`config.mk`:
```
export PLATFORM = sky130hd
export DESIGN_NAME = rgbe_scanline_rle_decoder_unit_flat
export DESIGN_NICKNAME = d
export VERILOG_FILES = /design/src/hw/rtl/rsrd_pkg.sv /design/src/hw/rtl/rsrd_byte_if.sv /design/src/hw/rtl/rsrd_fill_if.sv /design/src/hw/rtl/rsrd_parser.sv /design/src/hw/rtl/rsrd_out_queue.sv /design/src/hw/rtl/rgbe_scanline_rle_decoder_unit.sv /design/src/flat_wrapper.sv
export VERILOG_INCLUDE_DIRS = /design/src /design/src/hw/rtl
export SDC_FILE = /design/constraint.sdc
export NUM_CORES = 1
export LEC_CHECK = 0
export ABC_AREA = 1
export BUFFER_PORTS_ARGS = -buffer_cell sky130_fd_sc_hd__buf_2
export CORE_ASPECT_RATIO = 0.7
export CORE_MARGIN = 3
export CORE_UTILIZATION = 25
export DETAILED_ROUTE_END_ITERATION = 6
export GPL_TIMING_DRIVEN = 0
export PLACE_DENSITY_LB_ADDON = 0.12
export SETUP_SLACK_MARGIN = 0.1
export SYNTH_ARGS = -nofsm -noshare
export SYNTH_HDL_FRONTEND = slang
export SYNTH_SLANG_ARGS = --single-unit
```
`constraint.sdc`:
```
create_clock -name clk -period 14.7 [get_ports clk]
set_input_delay 3.675 -clock clk [delete_from_list [all_inputs] [get_ports clk]]
set_output_delay 3.675 -clock clk [all_outputs]
set_load 0.005 [all_outputs]
```
`src/hw/rtl/assert_macros.svh`:
```
// Assertion macros shared by the RGBE scanline decoder modules.
`ifndef ASSERT_MACROS_SVH
`define ASSERT_MACROS_SVH

// Same-cycle implication, checked only while out of reset.
`define RSRD_ASSERT_IMPLY(label, clk, rst_n, ante, cons) \
	label: assert property (@(posedge clk) disable iff (!(rst_n)) (ante) |-> (cons)) \
		else $error("implication check failed");

// Next-cycle implication, checked only while out of reset.
`define RSRD_ASSERT_NEXT(label, clk, rst_n, ante, cons) \
	label: assert property (@(posedge clk) disable iff (!(rst_n)) (ante) |=> (cons)) \
		else $error("next-cycle check failed");

`endif

```
`src/hw/rtl/rsrd_pkg.sv`:
```
// Shared types and constants for the RGBE scanline RLE decoder.
`timescale 1ns / 1ps

package rsrd_pkg;

	localparam logic [1:0] KIND_CHAN     = 2'd0;
	localparam logic [1:0] KIND_PIXEL    = 2'd1;
	localparam logic [1:0] KIND_MISMATCH = 2'd2;
	localparam logic [1:0] KIND_OVERRUN  = 2'd3;

	localparam logic [14:0] LINE_WIDTH_RESET = 15'd512;

	typedef struct packed {
		logic [1:0]  kind;
		logic [1:0]  channel;
		logic [14:0] x_start;
		logic [14:0] fill_count;
		logic [31:0] fill_value;
		logic        line_end;
	} result_t;

endpackage

```
`src/hw/rtl/rsrd_byte_if.sv`:
```
// Compressed byte channel: valid/ready handshake with byte and line start flag.
`timescale 1ns / 1ps

interface rsrd_byte_if;
	logic       valid;
	logic       ready;
	logic [7:0] data_byte;
	logic       line_start;

	modport source (output valid, output data_byte, output line_start, input ready);
	modport sink (input valid, input data_byte, input line_start, output ready);
endinterface

```
`src/hw/rtl/rsrd_fill_if.sv`:
```
// Fill descriptor channel: valid/ready handshake with one decoded fill.
`timescale 1ns / 1ps

interface rsrd_fill_if;
	logic        valid;
	logic        ready;
	logic [1:0]  kind;
	logic [1:0]  channel;
	logic [14:0] x_start;
	logic [14:0] fill_count;
	logic [31:0] fill_value;
	logic        line_end;

	modport source (output valid, output kind, output channel, output x_start,
		output fill_count, output fill_value, output line_end, input ready);
	modport sink (input valid, input kind, input channel, input x_start,
		input fill_count, input fill_value, input line_end, output ready);
endinterface

```
`src/hw/rtl/rsrd_parser.sv`:
```
// Scanline parser: per-byte state update and fill descriptor generation.
`timescale 1ns / 1ps
`include "assert_macros.svh"

module rsrd_parser (
	input  logic                 clk,
	input  logic                 arst_n,
	input  logic                 accept,
	input  logic [7:0]           data_byte,
	input  logic                 line_start,
	input  logic                 cfg_wr_en,
	input  logic [14:0]          cfg_wr_data,
	output logic                 res_valid,
	output rsrd_pkg::result_t    res
);

	typedef enum logic [2:0] {
		MODE_FIRST = 3'b001,
		MODE_OLD   = 3'b010,
		MODE_CHAN  = 3'b100
	} mode_t;

	typedef enum logic [3:0] {
		PH_CODE = 4'b0001,
		PH_RUN  = 4'b0010,
		PH_LIT  = 4'b0100,
		PH_LITC = 4'b1000
	} phase_t;

	logic [14:0] width_q;
	mode_t       mode_q, e_mode, n_mode;
	phase_t      phase_q, e_phase, n_phase;
	logic [1:0]  bip_q, e_bip, n_bip;
	logic [31:0] gather_q, e_gather, n_gather;
	logic [31:0] prev_q, n_prev;
	logic [1:0]  shift_q, e_shift, n_shift;
	logic [14:0] pos_q, e_pos, n_pos;
	logic [1:0]  ch_q, e_ch, n_ch;
	logic [7:0]  pend_q, e_pend, n_pend;
	logic        err_q, e_err, n_err;

	logic [14:0] left;
	logic [31:0] pix;
	logic [14:0] hdr_len;
	logic        last;
	logic        do_cf, cf_force, cf_over;
	logic [14:0] cf_k, cf_cnt;
	logic [7:0]  cf_val;
	logic        do_pf, pf_over;
	logic [31:0] pf_k, pf_val;
	logic        do_nl;

	// A line start clears the line state before this byte is parsed.
	always_comb begin
		e_mode   = line_start ? MODE_FIRST : mode_q;
		e_phase  = line_start ? PH_CODE : phase_q;
		e_bip    = line_start ? 2'd0 : bip_q;
		e_gather = line_start ? 32'd0 : gather_q;
		e_shift  = line_start ? 2'd0 : shift_q;
		e_pos    = line_start ? 15'd0 : pos_q;
		e_ch     = line_start ? 2'd0 : ch_q;
		e_pend   = line_start ? 8'd0 : pend_q;
		e_err    = line_start ? 1'b0 : err_q;
	end

	assign left = (width_q > e_pos) ? (width_q - e_pos) : 15'd0;
	assign pix = {data_byte, e_gather[23:0]};
	assign hdr_len = {pix[22:16], pix[31:24]};
	assign last = (e_pend <= 8'd1);

	always_comb begin
		n_mode   = e_mode;
		n_phase  = e_phase;
		n_bip    = e_bip;
		n_gather = e_gather;
		n_prev   = prev_q;
		n_shift  = e_shift;
		n_pos    = e_pos;
		n_ch     = e_ch;
		n_pend   = e_pend;
		n_err    = e_err;
		res_valid = 1'b0;
		res = '0;
		do_cf    = 1'b0;
		cf_k     = 15'd0;
		cf_val   = 8'd0;
		cf_force = 1'b0;
		cf_over  = 1'b0;
		cf_cnt   = 15'd0;
		do_pf    = 1'b0;
		pf_k     = 32'd0;
		pf_val   = 32'd0;
		pf_over  = 1'b0;
		do_nl    = 1'b0;

		if (!e_err) begin
			unique case (e_mode) inside
				MODE_CHAN: begin
					unique case (e_phase) inside
						PH_CODE: begin
							if (data_byte > 8'd128) begin
								n_pend  = {1'b0, data_byte[6:0]};
								n_phase = PH_RUN;
							end else if (data_byte != 8'd0) begin
								// cut a literal run that passes the line end
								if ({7'd0, data_byte} > left) begin
									n_pend  = left[7:0];
									n_phase = PH_LITC;
								end else begin
									n_pend  = data_byte;
									n_phase = PH_LIT;
								end
							end
						end
						PH_RUN: begin
							n_phase = PH_CODE;
							do_cf   = 1'b1;
							cf_k    = {7'd0, e_pend};
							cf_val  = data_byte;
						end
						PH_LIT, PH_LITC: begin
							cf_force = (e_phase == PH_LITC) && last;
							n_pend   = last ? 8'd0 : (e_pend - 8'd1);
							if (last) begin
								n_phase = PH_CODE;
							end
							do_cf  = 1'b1;
							cf_k   = 15'd1;
							cf_val = data_byte;
						end
						default: ;
					endcase
				end
				MODE_FIRST, MODE_OLD: begin
					n_gather = e_gather | ({24'd0, data_byte} << {e_bip, 3'b000});
					n_bip    = e_bip + 2'd1;
					if (e_bip == 2'd3) begin
						n_gather = 32'd0;
						if (e_mode == MODE_OLD) begin
							if (pix[7:0] == 8'd1 && pix[15:8] == 8'd1 && pix[23:16] == 8'd1) begin
								// repeat marker: count grows by a byte per marker in a row
								pf_k    = {24'd0, pix[31:24]} << {e_shift, 3'b000};
								n_shift = (e_shift == 2'd3) ? 2'd3 : (e_shift + 2'd1);
								do_pf   = (pix[31:24] != 8'd0);
								pf_val  = prev_q;
							end else begin
								n_prev  = pix;
								n_shift = 2'd0;
								do_pf   = 1'b1;
								pf_k    = 32'd1;
								pf_val  = pix;
							end
						end else if (pix[7:0] == 8'd2 && pix[15:8] == 8'd2 && !pix[23]) begin
							if (hdr_len != width_q) begin
								res_valid      = 1'b1;
								res.kind       = rsrd_pkg::KIND_MISMATCH;
								res.fill_value = {17'd0, hdr_len};
								res.line_end   = 1'b1;
								n_err          = 1'b1;
								do_nl          = 1'b1;
							end else if (hdr_len == 15'd0) begin
								res_valid    = 1'b1;
								res.kind     = rsrd_pkg::KIND_CHAN;
								res.channel  = 2'd3;
								res.line_end = 1'b1;
								do_nl        = 1'b1;
							end else begin
								n_mode  = MODE_CHAN;
								n_ch    = 2'd0;
								n_pos   = 15'd0;
								n_phase = PH_CODE;
								n_pend  = 8'd0;
							end
						end else begin
							n_mode  = MODE_OLD;
							n_shift = 2'd0;
							n_prev  = pix;
							do_pf   = 1'b1;
							pf_k    = 32'd1;
							pf_val  = pix;
						end
					end
				end
				default: ;
			endcase
		end

		if (do_cf) begin
			cf_over        = cf_k > left;
			cf_cnt         = cf_over ? left : cf_k;
			res_valid      = 1'b1;
			res.kind       = (cf_over || cf_force) ? rsrd_pkg::KIND_OVERRUN : rsrd_pkg::KIND_CHAN;
			res.channel    = e_ch;
			res.x_start    = e_pos;
			res.fill_count = cf_cnt;
			res.fill_value = {24'd0, cf_val};
			n_pos          = e_pos + cf_cnt;
			// channel done: advance to the next one, or finish after exponent
			if (cf_k >= left) begin
				n_phase = PH_CODE;
				n_pend  = 8'd0;
				n_pos   = 15'd0;
				if (e_ch == 2'd3) begin
					res.line_end = 1'b1;
					do_nl        = 1'b1;
				end else begin
					n_ch = e_ch + 2'd1;
				end
			end
		end

		if (do_pf) begin
			pf_over        = pf_k > {17'd0, left};
			res_valid      = 1'b1;
			res.x_start    = e_pos;
			res.fill_value = pf_val;
			if (pf_over) begin
				res.kind       = rsrd_pkg::KIND_OVERRUN;
				res.fill_count = left;
				res.line_end   = 1'b1;
				do_nl          = 1'b1;
			end else begin
				res.kind       = rsrd_pkg::KIND_PIXEL;
				res.fill_count = pf_k[14:0];
				n_pos          = e_pos + pf_k[14:0];
				if (pf_k[14:0] == left) begin
					res.line_end = 1'b1;
					do_nl        = 1'b1;
				end
			end
		end

		if (do_nl) begin
			n_mode   = MODE_FIRST;
			n_bip    = 2'd0;
			n_gather = 32'd0;
			n_shift  = 2'd0;
			n_pos    = 15'd0;
			n_ch     = 2'd0;
			n_phase  = PH_CODE;
			n_pend   = 8'd0;
		end

		res_valid = res_valid && accept;
	end

	always_ff @(posedge clk or negedge arst_n) begin
		if (!arst_n) begin
			width_q  <= rsrd_pkg::LINE_WIDTH_RESET;
			mode_q   <= MODE_FIRST;
			phase_q  <= PH_CODE;
			bip_q    <= 2'd0;
			gather_q <= 32'd0;
			prev_q   <= 32'd0;
			shift_q  <= 2'd0;
			pos_q    <= 15'd0;
			ch_q     <= 2'd0;
			pend_q   <= 8'd0;
			err_q    <= 1'b0;
		end else begin
			if (cfg_wr_en) begin
				width_q <= cfg_wr_data;
			end
			if (accept) begin
				mode_q   <= n_mode;
				phase_q  <= n_phase;
				bip_q    <= n_bip;
				gather_q <= n_gather;
				prev_q   <= n_prev;
				shift_q  <= n_shift;
				pos_q    <= n_pos;
				ch_q     <= n_ch;
				pend_q   <= n_pend;
				err_q    <= n_err;
			end
		end
	end

	`RSRD_ASSERT_IMPLY(a_err_waits_line, clk, arst_n, err_q, mode_q == MODE_FIRST)
	`RSRD_ASSERT_IMPLY(a_chan_no_gather, clk, arst_n, mode_q == MODE_CHAN,
		bip_q == 2'd0 && gather_q == 32'd0)
	`RSRD_ASSERT_IMPLY(a_chan_state_only, clk, arst_n, ch_q != 2'd0 || pend_q != 8'd0,
		mode_q == MODE_CHAN)

endmodule

```
`src/hw/rtl/rsrd_out_queue.sv`:
```
// Two-entry result buffer: output register plus skid entry.
`timescale 1ns / 1ps
`include "assert_macros.svh"

module rsrd_out_queue (
	input  logic                 clk,
	input  logic                 arst_n,
	input  logic                 push,
	input  rsrd_pkg::result_t    push_data,
	input  logic                 out_ready,
	output logic                 out_valid,
	output rsrd_pkg::result_t    out_data,
	output logic                 space
);

	logic              out_valid_q;
	logic              skid_valid_q;
	rsrd_pkg::result_t out_q;
	rsrd_pkg::result_t skid_q;
	logic              pop;

	assign pop       = out_valid_q && out_ready;
	assign out_valid = out_valid_q;
	assign out_data  = out_q;
	assign space     = !skid_valid_q;

	always_ff @(posedge clk or negedge arst_n) begin
		if (!arst_n) begin
			out_valid_q  <= 1'b0;
			skid_valid_q <= 1'b0;
		end else begin
			if (!out_valid_q) begin
				out_valid_q <= push;
			end else if (pop) begin
				// advance the skid entry, or refill straight from the parser
				if (skid_valid_q) begin
					skid_valid_q <= push;
				end else begin
					out_valid_q <= push;
				end
			end else if (push) begin
				skid_valid_q <= 1'b1;
			end
		end
	end

	always_ff @(posedge clk) begin
		if (!out_valid_q) begin
			out_q <= push_data;
		end else if (pop) begin
			if (skid_valid_q) begin
				out_q  <= skid_q;
				skid_q <= push_data;
			end else begin
				out_q <= push_data;
			end
		end else if (push) begin
			skid_q <= push_data;
		end
	end

	`RSRD_ASSERT_IMPLY(a_skid_behind_head, clk, arst_n, skid_valid_q, out_valid_q)
	`RSRD_ASSERT_IMPLY(a_push_has_room, clk, arst_n, push, !skid_valid_q || pop)
	`RSRD_ASSERT_NEXT(a_skid_moves_up, clk, arst_n, pop && skid_valid_q, out_valid_q)

endmodule

```
`src/hw/rtl/rgbe_scanline_rle_decoder_unit.sv`:
```
// Top level of the RGBE scanline RLE decoder: parser and result buffer.
`timescale 1ns / 1ps
// A fill descriptor is registered in the output register, or the skid entry if held.
// Throughput: one byte per cycle while the buffer has room, set by the parser update.
// A two-entry result buffer keeps bytes flowing while a finished fill waits.
// Reset (arst_n low) clears parser state, sets line_width to 512 and empties the
// buffer at once; there is no clearing pass.

module rgbe_scanline_rle_decoder_unit (
	input  logic        clk,
	input  logic        arst_n,
	rsrd_byte_if.sink   data_ch,
	rsrd_fill_if.source fill_ch,
	input  logic        cfg_wr_en,
	input  logic [14:0] cfg_wr_data
);

	logic              accept;
	logic              res_valid;
	rsrd_pkg::result_t res;
	rsrd_pkg::result_t head;
	logic              space;

	assign data_ch.ready = space;
	assign accept        = data_ch.valid && space;

	rsrd_parser u_parser (
		.clk         (clk),
		.arst_n      (arst_n),
		.accept      (accept),
		.data_byte   (data_ch.data_byte),
		.line_start  (data_ch.line_start),
		.cfg_wr_en   (cfg_wr_en),
		.cfg_wr_data (cfg_wr_data),
		.res_valid   (res_valid),
		.res         (res)
	);

	rsrd_out_queue u_queue (
		.clk       (clk),
		.arst_n    (arst_n),
		.push      (res_valid),
		.push_data (res),
		.out_ready (fill_ch.ready),
		.out_valid (fill_ch.valid),
		.out_data  (head),
		.space     (space)
	);

	assign fill_ch.kind       = head.kind;
	assign fill_ch.channel    = head.channel;
	assign fill_ch.x_start    = head.x_start;
	assign fill_ch.fill_count = head.fill_count;
	assign fill_ch.fill_value = head.fill_value;
	assign fill_ch.line_end   = head.line_end;

endmodule
```
`src/flat_wrapper.sv`:
```
// flat-port wrapper written by rule: the top's interface ports become plain ports
module rgbe_scanline_rle_decoder_unit_flat 
  (clk, arst_n, cfg_wr_en, cfg_wr_data, data_ch_valid, data_ch_data_byte, data_ch_line_start, data_ch_ready, fill_ch_valid, fill_ch_kind, fill_ch_channel, fill_ch_x_start, fill_ch_fill_count, fill_ch_fill_value, fill_ch_line_end, fill_ch_ready);
  rsrd_byte_if data_ch_i ();
  rsrd_fill_if fill_ch_i ();
  input  logic clk;
  input  logic arst_n;
  input  logic cfg_wr_en;
  input  logic [14:0] cfg_wr_data;
  input wire logic [$bits(data_ch_i.valid)-1:0] data_ch_valid;
  input wire logic [$bits(data_ch_i.data_byte)-1:0] data_ch_data_byte;
  input wire logic [$bits(data_ch_i.line_start)-1:0] data_ch_line_start;
  output wire logic [$bits(data_ch_i.ready)-1:0] data_ch_ready;
  output wire logic [$bits(fill_ch_i.valid)-1:0] fill_ch_valid;
  output wire logic [$bits(fill_ch_i.kind)-1:0] fill_ch_kind;
  output wire logic [$bits(fill_ch_i.channel)-1:0] fill_ch_channel;
  output wire logic [$bits(fill_ch_i.x_start)-1:0] fill_ch_x_start;
  output wire logic [$bits(fill_ch_i.fill_count)-1:0] fill_ch_fill_count;
  output wire logic [$bits(fill_ch_i.fill_value)-1:0] fill_ch_fill_value;
  output wire logic [$bits(fill_ch_i.line_end)-1:0] fill_ch_line_end;
  input wire logic [$bits(fill_ch_i.ready)-1:0] fill_ch_ready;
  assign data_ch_i.valid = data_ch_valid;
  assign data_ch_i.data_byte = data_ch_data_byte;
  assign data_ch_i.line_start = data_ch_line_start;
  assign data_ch_ready = data_ch_i.ready;
  assign fill_ch_valid = fill_ch_i.valid;
  assign fill_ch_kind = fill_ch_i.kind;
  assign fill_ch_channel = fill_ch_i.channel;
  assign fill_ch_x_start = fill_ch_i.x_start;
  assign fill_ch_fill_count = fill_ch_i.fill_count;
  assign fill_ch_fill_value = fill_ch_i.fill_value;
  assign fill_ch_line_end = fill_ch_i.line_end;
  assign fill_ch_i.ready = fill_ch_ready;
  rgbe_scanline_rle_decoder_unit u_core (.clk(clk), .arst_n(arst_n), .data_ch(data_ch_i), .fill_ch(fill_ch_i), .cfg_wr_en(cfg_wr_en), .cfg_wr_data(cfg_wr_data));
endmodule
```
==> flow_metrics.env, run 1 <==
export IMPL_p_per_area_mw_per_mm2=90.0
export IMPL_cp_start_kind="input port"
export IMPL_layout_cells_non_filler=3224
export IMPL_fmax_mhz=83.8
export IMPL_drc=0
export IMPL_crit_fanout=10
export IMPL_dp_slack_ns=2.36
export IMPL_cts_setup_buffers=0
export IMPL_synth_warnings=0
export IMPL_clk_latency_ns=0.61
export IMPL_status="complete, no violations"
export IMPL_cts_buffers_inserted=29
export IMPL_hp_start="u_core.u_parser.pos_q[14]$_DFFE_PN0P_"
export IMPL_synth_largest_area_cell="edfxtp_1"
export IMPL_vias=15700
export IMPL_ys_ff_latch=244
export IMPL_clock_sinks=244
export IMPL_placed_cells=3172
export IMPL_leakagePower_nw=9.25
export IMPL_ys_flop_type="edfxtp_1"
export IMPL_start_util_pct=25.6
export IMPL_path_class="input port to register"
export IMPL_timing_reg2reg_setup_slack_ns=6.71
export IMPL_post_cts_resized=0
export IMPL_fp_dieW_um=312
export IMPL_antenna_found_initial=3
export IMPL_max_cap_violations=0
export IMPL_seqPwrFrac_pct=42.6
export IMPL_cpPeakStageDelay_ns=0.68
export IMPL_viasPerCell=4.87
export IMPL_yosysSeqAreaShare_pct=41.3
export IMPL_synthCells=2198
export IMPL_setup_viol=0
export IMPL_period_share_pct=81.2
export IMPL_reg2reg_from="u_core.u_parser.pos_q[1]$_DFFE_PN0P_"
export IMPL_drive_gt1_share_pct=8.87
export IMPL_die_h_um=220
export IMPL_worstReg2RegEnd="u_core.u_parser.pos_q[14]$_DFFE_PN0P_"
export IMPL_cts_root_buf="clkbuf_16"
export IMPL_cts_tree="done"
export IMPL_holdWs_ns=0.479
export IMPL_clockBufferDepth=3
export IMPL_slew_limit_headroom_pct=31.2
export IMPL_utilization_pct=29.7
export IMPL_ir_drop_uv=85.5
export IMPL_cts_htree_levels=1
export IMPL_synth_area_leaders="edfxtp_1, dfrtp_1, nand2_1, o21ai_0, inv_1"
export IMPL_max_slew_worst_pin_slew_ns=1.03
export IMPL_clkTransAtPathRegs_ns=0.06
export IMPL_n_antenna_cell=0
export IMPL_synthDominantCellAreaShare_pct=24.5
export IMPL_hold_viol=0
export IMPL_synth_edff_count=134
export IMPL_dr_pass1_iters=6
export IMPL_dpl_hpwl_mm=54.0
export IMPL_placed_area_mm2=0.0181
export IMPL_setup_slack_ns=2.77
export IMPL_grt_max_degree=77
export IMPL_area_delta_synth_final_pct=16.0
export IMPL_grt_setup_unrepaired="false"
export IMPL_wire_per_inst_um=21.3
export IMPL_dieArea_mm2=0.0689
export IMPL_p_total_mw=1.72
export IMPL_finalInstanceArea_mm2=0.0191
export IMPL_crit_top_cell="nand2_1"
export IMPL_required_ns=15.24
export IMPL_synth_area_per_cell_um2=7.47
export IMPL_core_area_mm2=0.0641
export IMPL_critical_path_slowest_cell="nor2_1"
export IMPL_fin_setup_tns_ns=0
export IMPL_drt_total_wl_mm=68.8
export IMPL_switchingPower_mw=0.511
export IMPL_nets=2444
export IMPL_fin_crit_ns=11.93
export IMPL_synth_distinct_cells=61
export IMPL_cp_arrival_ns=12.47
export IMPL_drtIter0Drc=1679
export IMPL_synth_area_mm2=0.0164
export IMPL_hold_path_class="register to register"
export IMPL_postCtsHoldBufs=0
export IMPL_fp_row_count=77
export IMPL_gp_congestion=0.928
export IMPL_intPower_mw=1.20
export IMPL_finalClockSkew_ns=0.0260
export IMPL_sw_frac_of_total_pct=29.8
export IMPL_power_frac_comb_pct=15.2
export IMPL_pwr_share_clk_pct=42.1
export IMPL_port_buffers=96
export IMPL_whs_endpoint="u_core.u_parser.pos_q[14]$_DFFE_PN0P_"
export IMPL_grtUsageTotal_pct=19.7
export IMPL_grt_pass1_vias=14800
export IMPL_min_path_cells=2
export IMPL_ff2ff_path_depth=40
export IMPL_grt_pass1_wl_mm=101
export IMPL_async_flop_share_pct=45.1
export IMPL_ios=98
export IMPL_end_kind="register"
export IMPL_grt_overflow_total=0
export IMPL_slew_viol_final=0
export IMPL_antenna_left=0
## worst max-delay path, delay by kind of cell
family                     cells  cell delay [ns]
and+or+nand+nor               20             2.83
AOI/OAI and AO/OA             11             2.43
buffers and inverters         10             2.30
adders and majority gates      3             1.17
## cell type report
cell class / count / area [µm²]
Buffer: 85 / 368
Clock buffer: 41 / 791
Clock inverter: 11 / 123
Fill cell: 7048 / 45000
Inverter: 313 / 1180
Multi-Input combinational cell: 1561 / 8130
Sequential cell: 244 / 6780
Tap cell: 869 / 1090
Timing Repair Buffer: 100 / 589
## power groups by stage
stage	registers, mW	clock network [mW]	logic [mW]
CTS	0.731	0.748	0.256
global placement	0.745	0	0.253
floorplan	0.742	0	0.155
detailed placement	0.745	0	0.255
finish	0.731	0.723	0.261
global route	0.731	0.773	0.291
## flip-flops by register name, indices dropped and copies added, names as in the netlist
| register | count |
|---|---|
| u_core.u_parser.phase_q | 4 |
| u_core.u_parser.width_q | 15 |
| u_core.u_parser.gather_q | 24 |
| u_core.u_parser.err_q | 1 |
| u_core.u_parser.pos_q | 15 |
| u_core.u_parser.mode_q | 3 |
| u_core.u_queue.out_valid | 1 |
| u_core.u_parser.shift_q | 2 |
| u_core.u_queue.skid_q | 67 |
| u_core.u_parser.ch_q | 2 |
| u_core.u_parser.pend_q | 8 |
| u_core.u_parser.prev_q | 32 |
| u_core.u_parser.bip_q | 2 |
| u_core.u_queue.out_data | 67 |
| u_core.u_queue.skid_valid_q | 1 |
## layout by cell type (no fill, tap or decap), drive strengths merged, types with 4 or more instances in the layout
master   count
o211ai       7
a211oi       4
a31oi       11
and2         6
a22oi        4
o31ai       25
edfxtp     134
nand4       29
nor4        11
dfrtp      107
nand2      553
conb         6
clkinv      11
inv        311
a21oi      147
o21ai      248
clkbuf     102
buf        124
nor2       194
xor2        19
nand3      123
nor3        31
ha          78
a2bb2oi     15
xnor2        9
a22o         6
o22ai       11
## worst max path at each step
stage	startpoint	end	cells past startpoint	slack [ns]
2_1_floorplan	data_ch_line_start	u_core.u_parser.pos_q[14]$_DFFE_PN0P_	44	5.26
3_3_place_gp	data_ch_data_byte[2]	u_core.u_queue.skid_q[8]$_DFFE_PP_	15	2.31
3_5_place_dp	data_ch_line_start	u_core.u_parser.pos_q[11]$_DFFE_PN0P_	46	2.36
4_1_cts	data_ch_line_start	u_core.u_parser.pos_q[11]$_DFFE_PN0P_	46	2.98
5_1_grt	data_ch_line_start	u_core.u_parser.pos_q[14]$_DFFE_PN0P_	46	2.16
6_report	data_ch_line_start	u_core.u_parser.pos_q[14]$_DFFE_PN0P_	44	2.77
## cells in the mapped netlist (all sizes together), types with 2 or more instances
cell type  count
a2bb2oi       15
a22oi          4
nor2         194
o211ai         7
nand2        553
a21oi        147
o31ai         25
nand4         29
buf           24
o221ai         2
o2111ai        3
a211oi         4
edfxtp       134
a22o           6
clkbuf        61
mux2           2
clkinv         3
o22ai         11
o21ai        248
or2            3
nor4          11
nor4b          2
fa             3
nand3b         2
dfstp          3
nand3        123
inv          310
a31oi         11
ha            78
dfrtp        107
and2           6
xor2          19
xnor2          9
nor3          31
## metal layers
layer	share of wire [%]	track usage (%)	up-vias
li1	-	-	7594
met1	52	31.2	7465
met2	37	26.2	564
met3	9.3	5.73	71
met4	1.5	3.20	0
met5	0	0	-
## cell families after synthesis
group / share of synthesized area [%]
compound gates: 16.5
xor+xnor: 1.49
fa+ha+maj: 6.31
buf+inv: 9.42
flops: 41.3
mux: 0.198
other cells: 0.0228
simple gates: 24.8
(Power assumes the default switching activity.)
==> run 2, diff against run 1 <==
clock period = 9.77 ns   (was 14.7 ns; I/O delays follow)
==> flow_metrics.env, run 2 (synthesized netlist as in run 1, its figures left out) <==
export IMPL_dieArea_mm2=0.0689
export IMPL_port_buffers=96
export IMPL_nets=2445
export IMPL_fmax_mhz=110
export IMPL_drc=0
export IMPL_finalClockSkew_ns=0.0240
export IMPL_drive_gt1_share_pct=10.0
export IMPL_setup_viol=0
export IMPL_antenna_found_initial=3
export IMPL_clk_latency_ns=0.61
export IMPL_required_ns=10.30
export IMPL_fin_crit_ns=9.10
export IMPL_pwr_share_clk_pct=42.0
export IMPL_max_slew_worst_pin_slew_ns=1.10
export IMPL_drt_total_wl_mm=68.7
export IMPL_wl_met2_mm=25.5
export IMPL_cts_htree_levels=1
export IMPL_multiInputGateArea_mm2=0.00824
export IMPL_dpl_hpwl_mm=54.0
export IMPL_grt_pass1_vias=14800
export IMPL_holdWs_ns=0.482
export IMPL_drt_met1_wl_mm=35.8
export IMPL_antenna_left=0
export IMPL_grt_pass1_wl_mm=101
export IMPL_fill_cells=7040
export IMPL_critical_path_slowest_cell="fa_1"
export IMPL_leakagePower_nw=9.27
export IMPL_drtIter0Drc=1623
export IMPL_p_per_area_mw_per_mm2=135
export IMPL_period_share_pct=93.2
export IMPL_clock_sinks=244
export IMPL_cp_arrival_ns=9.64
export IMPL_wire_per_inst_um=21.3
export IMPL_cp_start_kind="input port"
export IMPL_die_h_um=220
export IMPL_dr_pass1_iters=6
export IMPL_critPathBufInv=9
export IMPL_grt_max_degree=77
export IMPL_clkTransAtPathRegs_ns=0.06
export IMPL_power_frac_comb_pct=15.5
export IMPL_gp_congestion=0.928
export IMPL_crit_family="simple AND/OR/NAND/NOR gates"
export IMPL_core_area_mm2=0.0641
export IMPL_route_met3_wl_mm=6.46
export IMPL_highest_layer="met4"
export IMPL_intPower_mw=1.81
export IMPL_cts_buffers_inserted=29
export IMPL_start_util_pct=25.6
export IMPL_max_cap_violations=0
export IMPL_mostFrequentLayoutCell="nand2_1"
export IMPL_end_kind="register"
export IMPL_clockBufferDepth=3
export IMPL_crit_top_cell="nand2_1"
export IMPL_regArea_mm2=0.00678
export IMPL_area_delta_synth_final_pct=16.8
export IMPL_fp_row_count=77
export IMPL_slew_viol_final=0
export IMPL_ir_drop_uv=129
export IMPL_grt_overflow_total=0
export IMPL_hold_viol=0
export IMPL_p_total_mw=2.58
export IMPL_cpPeakStageDelay_ns=0.47
export IMPL_hold_path_class="register to register"
export IMPL_crit_fanout=19
export IMPL_grtUsageTotal_pct=19.7
export IMPL_vias=15700
export IMPL_sw_frac_of_total_pct=29.8
export IMPL_grt_setup_unrepaired="false"
export IMPL_viasPerCell=4.87
export IMPL_status="complete, no violations"
export IMPL_layout_common_cells="nand2_1, inv_1, o21ai_0"
export IMPL_path_class="input port to register"
export IMPL_cts_root_buf="clkbuf_16"
export IMPL_fp_dieW_um=312
export IMPL_slew_limit_headroom_pct=26.8
export IMPL_cts_tree="done"
export IMPL_seqPwrFrac_pct=42.6
export IMPL_switchingPower_mw=0.770
export IMPL_ios=98
[run 2: cell count changes in the layout (fill, tap and decap cells not counted), moves of 2 or more]
| cell | delta |
|---|---|
| buf_1 | -2 |
| buf_4 | +5 |
| clkinvlp_4 | +2 |
| inv_1 | -6 |
| inv_2 | +4 |
| nor2_1 | -8 |
| nor2_2 | +4 |
| nor2_4 | +4 |
| o21ai_0 | -8 |
| o21ai_2 | +5 |
| o21ai_4 | +2 |
[run 2: what timing repair did]
| item | CTS | global route |
|---|---|---|
| buffers inserted | 0 | 3 |
| resized for setup | 13 | 32 |
| pin swaps | 0 | 1 |
| hold buffers | 0 | 0 |
| setup endpoints to repair | 8 | 8 |
[run 2: metrics by stage]
step / setup WS, ns / setup TNS (ns) / cell area (µm²) / utilization, % / cells
floorplan: 1.57 / 0 / 16400 / - / 2203
global placement: -1.39 / -101.73 / 18000 / 28.1 / 3168
detailed placement: -1.33 / -9.72 / 18100 / 28.3 / 3172
CTS: 0.115 / 0 / 19100 / 29.8 / 3223
global route: 0.189 / 0 / 19200 / 29.9 / 3225
finish: 0.667 / 0 / 19200 / 29.9 / 3226
[run 2: layout make-up]
type / count / area share, %
inverter: 313 / 6.19
buffer: 83 / 1.90
sequential: 244 / 35.3
clock inverter: 11 / 0.639
tap: 869 / 5.67
multi-input combinational: 1561 / 42.9
antenna: 1 / 0.0130
clock buffer: 41 / 4.12
timing repair buffer: 103 / 3.19
[run 2: power by group through the flow]
stage	sequential [mW]	clock [mW]	combinational [mW]
floorplan	1.12	0	0.233
global placement	1.12	0	0.381
detailed placement	1.12	0	0.384
CTS	1.10	1.13	0.387
global route	1.10	1.16	0.446
finish	1.10	1.08	0.400
[run 2: path summary, 6_finish.rpt]
check,from,endpoint,slack (ns),cells past startpoint
setup / recovery,data_ch_line_start,u_core.u_parser.pos_q[14]$_DFFE_PN0P_,0.67,44
max in group asynchronous,arst_n,u_core.u_parser.prev_q[15]$_DFFE_PN0P_,7.22,2
hold / removal,u_core.u_parser.pend_q[6]$_DFFE_PN0P_,u_core.u_parser.pend_q[6]$_DFFE_PN0P_,0.48,2
hold reg to reg,u_core.u_parser.pend_q[6]$_DFFE_PN0P_,u_core.u_parser.pend_q[6]$_DFFE_PN0P_,0.48,2
setup reg to reg,u_core.u_parser.pos_q[6]$_DFFE_PN0P_,u_core.u_parser.pos_q[14]$_DFFE_PN0P_,2.82,41
min in group asynchronous,arst_n,u_core.u_parser.width_q[14]$_DFFE_PN0P_,1.74,1
[run 2: per-layer routing]
layer,track usage (%),vias to the layer above
met2,26.2,595
met5,0,-
li1,-,7599
met1,31.1,7459
met4,3.23,0
met3,5.65,73
[run 2: worst register-to-register path, delay by kind of cell (launching register included)]
family / cells / cell delay (ns)
AOI/OAI and AO/OA: 11 / 1.71
adders and majority gates: 4 / 1.53
buffers and inverters: 6 / 0.79
DFF: 1 / 0.32
and+or+nand+nor: 20 / 2.53
==> run 3, diff against run 2 <==
--- a/config.mk
+++ b/config.mk
@@ -8,3 +8,2 @@
 export LEC_CHECK = 0
-export ABC_AREA = 1
 export BUFFER_PORTS_ARGS = -buffer_cell sky130_fd_sc_hd__buf_2
--- a/constraint.sdc
+++ b/constraint.sdc
@@ -3,2 +3,2 @@
 set_output_delay 2.4425 -clock clk [all_outputs]
-set_load 0.005 [all_outputs]
+set_load 0.05 [all_outputs]
==> flow_metrics.env, run 3 <==
export IMPL_status="complete, no violations"
export IMPL_clk_latency_ns=0.59
export IMPL_grt_pass1_vias=12900
export IMPL_ir_drop_uv=117
export IMPL_synth_most_common_cell="nand2_1"
export IMPL_fin_setup_tns_ns=0
export IMPL_required_ns=10.19
export IMPL_synth_edff_count=134
export IMPL_slew_limit_headroom_pct=10.8
export IMPL_dr_pass1_iters=6
export IMPL_critical_path_slowest_cell="a2111oi_4"
export IMPL_cts_htree_levels=1
export IMPL_nets=1861
export IMPL_grt_pass1_wl_mm=89.7
export IMPL_wire_per_inst_um=23.7
export IMPL_postCtsHoldBufs=0
export IMPL_synth_area_per_cell_um2=9.41
export IMPL_drt_met1_wl_mm=31.2
export IMPL_core_area_mm2=0.0593
export IMPL_gp_congestion=0.966
export IMPL_leakagePower_nw=7.36
export IMPL_crit_fanout=16
export IMPL_synth_warnings=0
export IMPL_clockBufferDepth=3
export IMPL_ios=98
export IMPL_grt_max_degree=84
export IMPL_mostFrequentLayoutCell="nand2_1"
export IMPL_synth_largest_area_cell="edfxtp_1"
export IMPL_drive_gt1_share_pct=15.3
export IMPL_dpl_hpwl_mm=46.4
export IMPL_synthCells=1617
export IMPL_fmax_mhz=107
export IMPL_finalClockSkew_ns=0.0221
export IMPL_max_slew_worst_pin_slew_ns=1.33
export IMPL_grtUsageTotal_pct=18.8
export IMPL_async_flop_share_pct=45.1
export IMPL_drtIter0Drc=1248
export IMPL_drt_total_wl_mm=60.8
export IMPL_port_buffers=95
export IMPL_n_antenna_cell=0
export IMPL_p_per_area_mw_per_mm2=158
export IMPL_ys_ff_latch=244
export IMPL_grt_overflow_total=0
export IMPL_antenna_left=0
export IMPL_synth_area_mm2=0.0152
export IMPL_clkTransAtPathRegs_ns=0.06
export IMPL_highest_layer="met4"
export IMPL_area_delta_synth_final_pct=18.8
export IMPL_p_total_mw=2.85
export IMPL_cp_start_kind="input port"
export IMPL_placed_area_mm2=0.0168
export IMPL_fin_crit_ns=9.31
export IMPL_end_kind="register"
export IMPL_max_cap_violations=0
export IMPL_synthTopCellsByCount="nand2_1, nor2_1, edfxtp_1"
export IMPL_synthDominantCellAreaShare_pct=26.4
export IMPL_fp_row_count=74
export IMPL_cpPeakStageDelay_ns=0.41
export IMPL_cp_arrival_ns=9.73
export IMPL_cts_buffers_inserted=29
export IMPL_hold_viol=0
export IMPL_grt_setup_unrepaired="false"
export IMPL_setup_viol=0
export IMPL_finalInstanceArea_mm2=0.0181
export IMPL_cts_tree="done"
export IMPL_synth_area_leaders="edfxtp_1, dfrtp_1, ha_1, nand2_1, o21ai_0"
export IMPL_ys_flop_type="edfxtp_1"
export IMPL_path_class="input port to register"
export IMPL_cts_root_buf="clkbuf_16"
export IMPL_dieArea_mm2=0.0639
export IMPL_yosysSeqAreaShare_pct=44.6
export IMPL_drc=0
export IMPL_slew_viol_final=0
export IMPL_hold_path_class="register to register"
export IMPL_fp_dieW_um=301
export IMPL_die_h_um=212
export IMPL_viasPerCell=5.27
export IMPL_wl_met2_mm=23.0
export IMPL_antenna_found_initial=1
export IMPL_vias=13600
export IMPL_start_util_pct=25.7
export IMPL_clock_sinks=244
export IMPL_period_share_pct=95.3
export IMPL_route_met3_wl_mm=5.19
export IMPL_layout_common_cells="nand2_1, nor2_1, edfxtp_1"
export IMPL_synth_distinct_cells=77
## run 3: path summary, 6_finish.rpt
| kind | startpoint | slack [ns] | depth (start not counted) | to |
|---|---|---|---|---|
| worst max-delay path | data_ch_line_start | 0.46 | 37 | u_core.u_parser.pos_q[9]$_DFFE_PN0P_ |
| worst min-delay path | u_core.u_parser.prev_q[17]$_DFFE_PN0P_ | 0.48 | 2 | u_core.u_parser.prev_q[17]$_DFFE_PN0P_ |
| worst max register to register | u_core.u_parser.pos_q[8]$_DFFE_PN0P_ | 2.75 | 30 | u_core.u_parser.pos_q[9]$_DFFE_PN0P_ |
| worst min register to register | u_core.u_parser.prev_q[17]$_DFFE_PN0P_ | 0.48 | 2 | u_core.u_parser.prev_q[17]$_DFFE_PN0P_ |
| max in group asynchronous | arst_n | 7.24 | 2 | u_core.u_parser.pos_q[8]$_DFFE_PN0P_ |
| min in group asynchronous | arst_n | 1.74 | 1 | u_core.u_parser.gather_q[5]$_DFFE_PN0P_ |
## run 3: power breakdown
part	internal (mW)	switching, mW
Combinational	0.188	0.381
Clock	0.576	0.484
Sequential	1.16	0.0652
## run 3: worst max-delay path, delay by kind of cell
kind | cells | cell delay (ns)
xor gates and xnor gates | 1 | 0.18
and+or+nand+nor | 6 | 1.25
adders and majority gates | 3 | 0.78
AOI/OAI and AO/OA | 16 | 3.05
buffers and inverters | 11 | 2.00
## run 3: kinds of logic after synthesis
group	share of synthesized area [%]
AOI/OAI and AO/OA	21.6
xor gates and xnor gates	3.05
adders and majority gates	6.81
buffers and inverters	3.56
DFF	44.6
muxes	2.93
other	0.0246
and+or+nand+nor	17.4
## run 3: layer usage
| layer | track usage (%) | up-vias |
|---|---|---|
| li1 | - | 6265 |
| met1 | 29.7 | 6703 |
| met2 | 25.2 | 513 |
| met3 | 4.85 | 75 |
| met4 | 3.79 | 0 |
| met5 | 0 | - |
## run 3: layout make-up
type | count | area (µm²)
tap | 798 | 998
multi-input combinational | 1237 | 8220
buffer | 91 | 412
clock buffer | 32 | 737
sequential | 244 | 6780
inverter | 45 | 171
clock inverter | 22 | 164
timing repair buffer | 103 | 597
fill | 6278 | 41200
## run 3: stage by stage
stage | utilization, % | hold WS (ns) | cells | setup slack (ns)
floorplan | - | 0.441 | 1622 | 0.155
global placement | 28.2 | 0.454 | 2515 | -3.01
detailed placement | 28.4 | 0.465 | 2518 | -2.93
CTS | 30.1 | 0.481 | 2569 | 0.107
global route | 30.5 | 0.511 | 2572 | 0.0881
finish | 30.5 | 0.479 | 2572 | 0.459
## run 3: repair_timing
item / 4_1_cts / 5_1_grt
hold endpoints to repair: 0 / 0
gates resized for setup: 48 / 46
cloned: 0 / 0
buffers inserted: 0 / 5
pin swaps: 0 / 5
setup endpoints to repair: 86 / 8
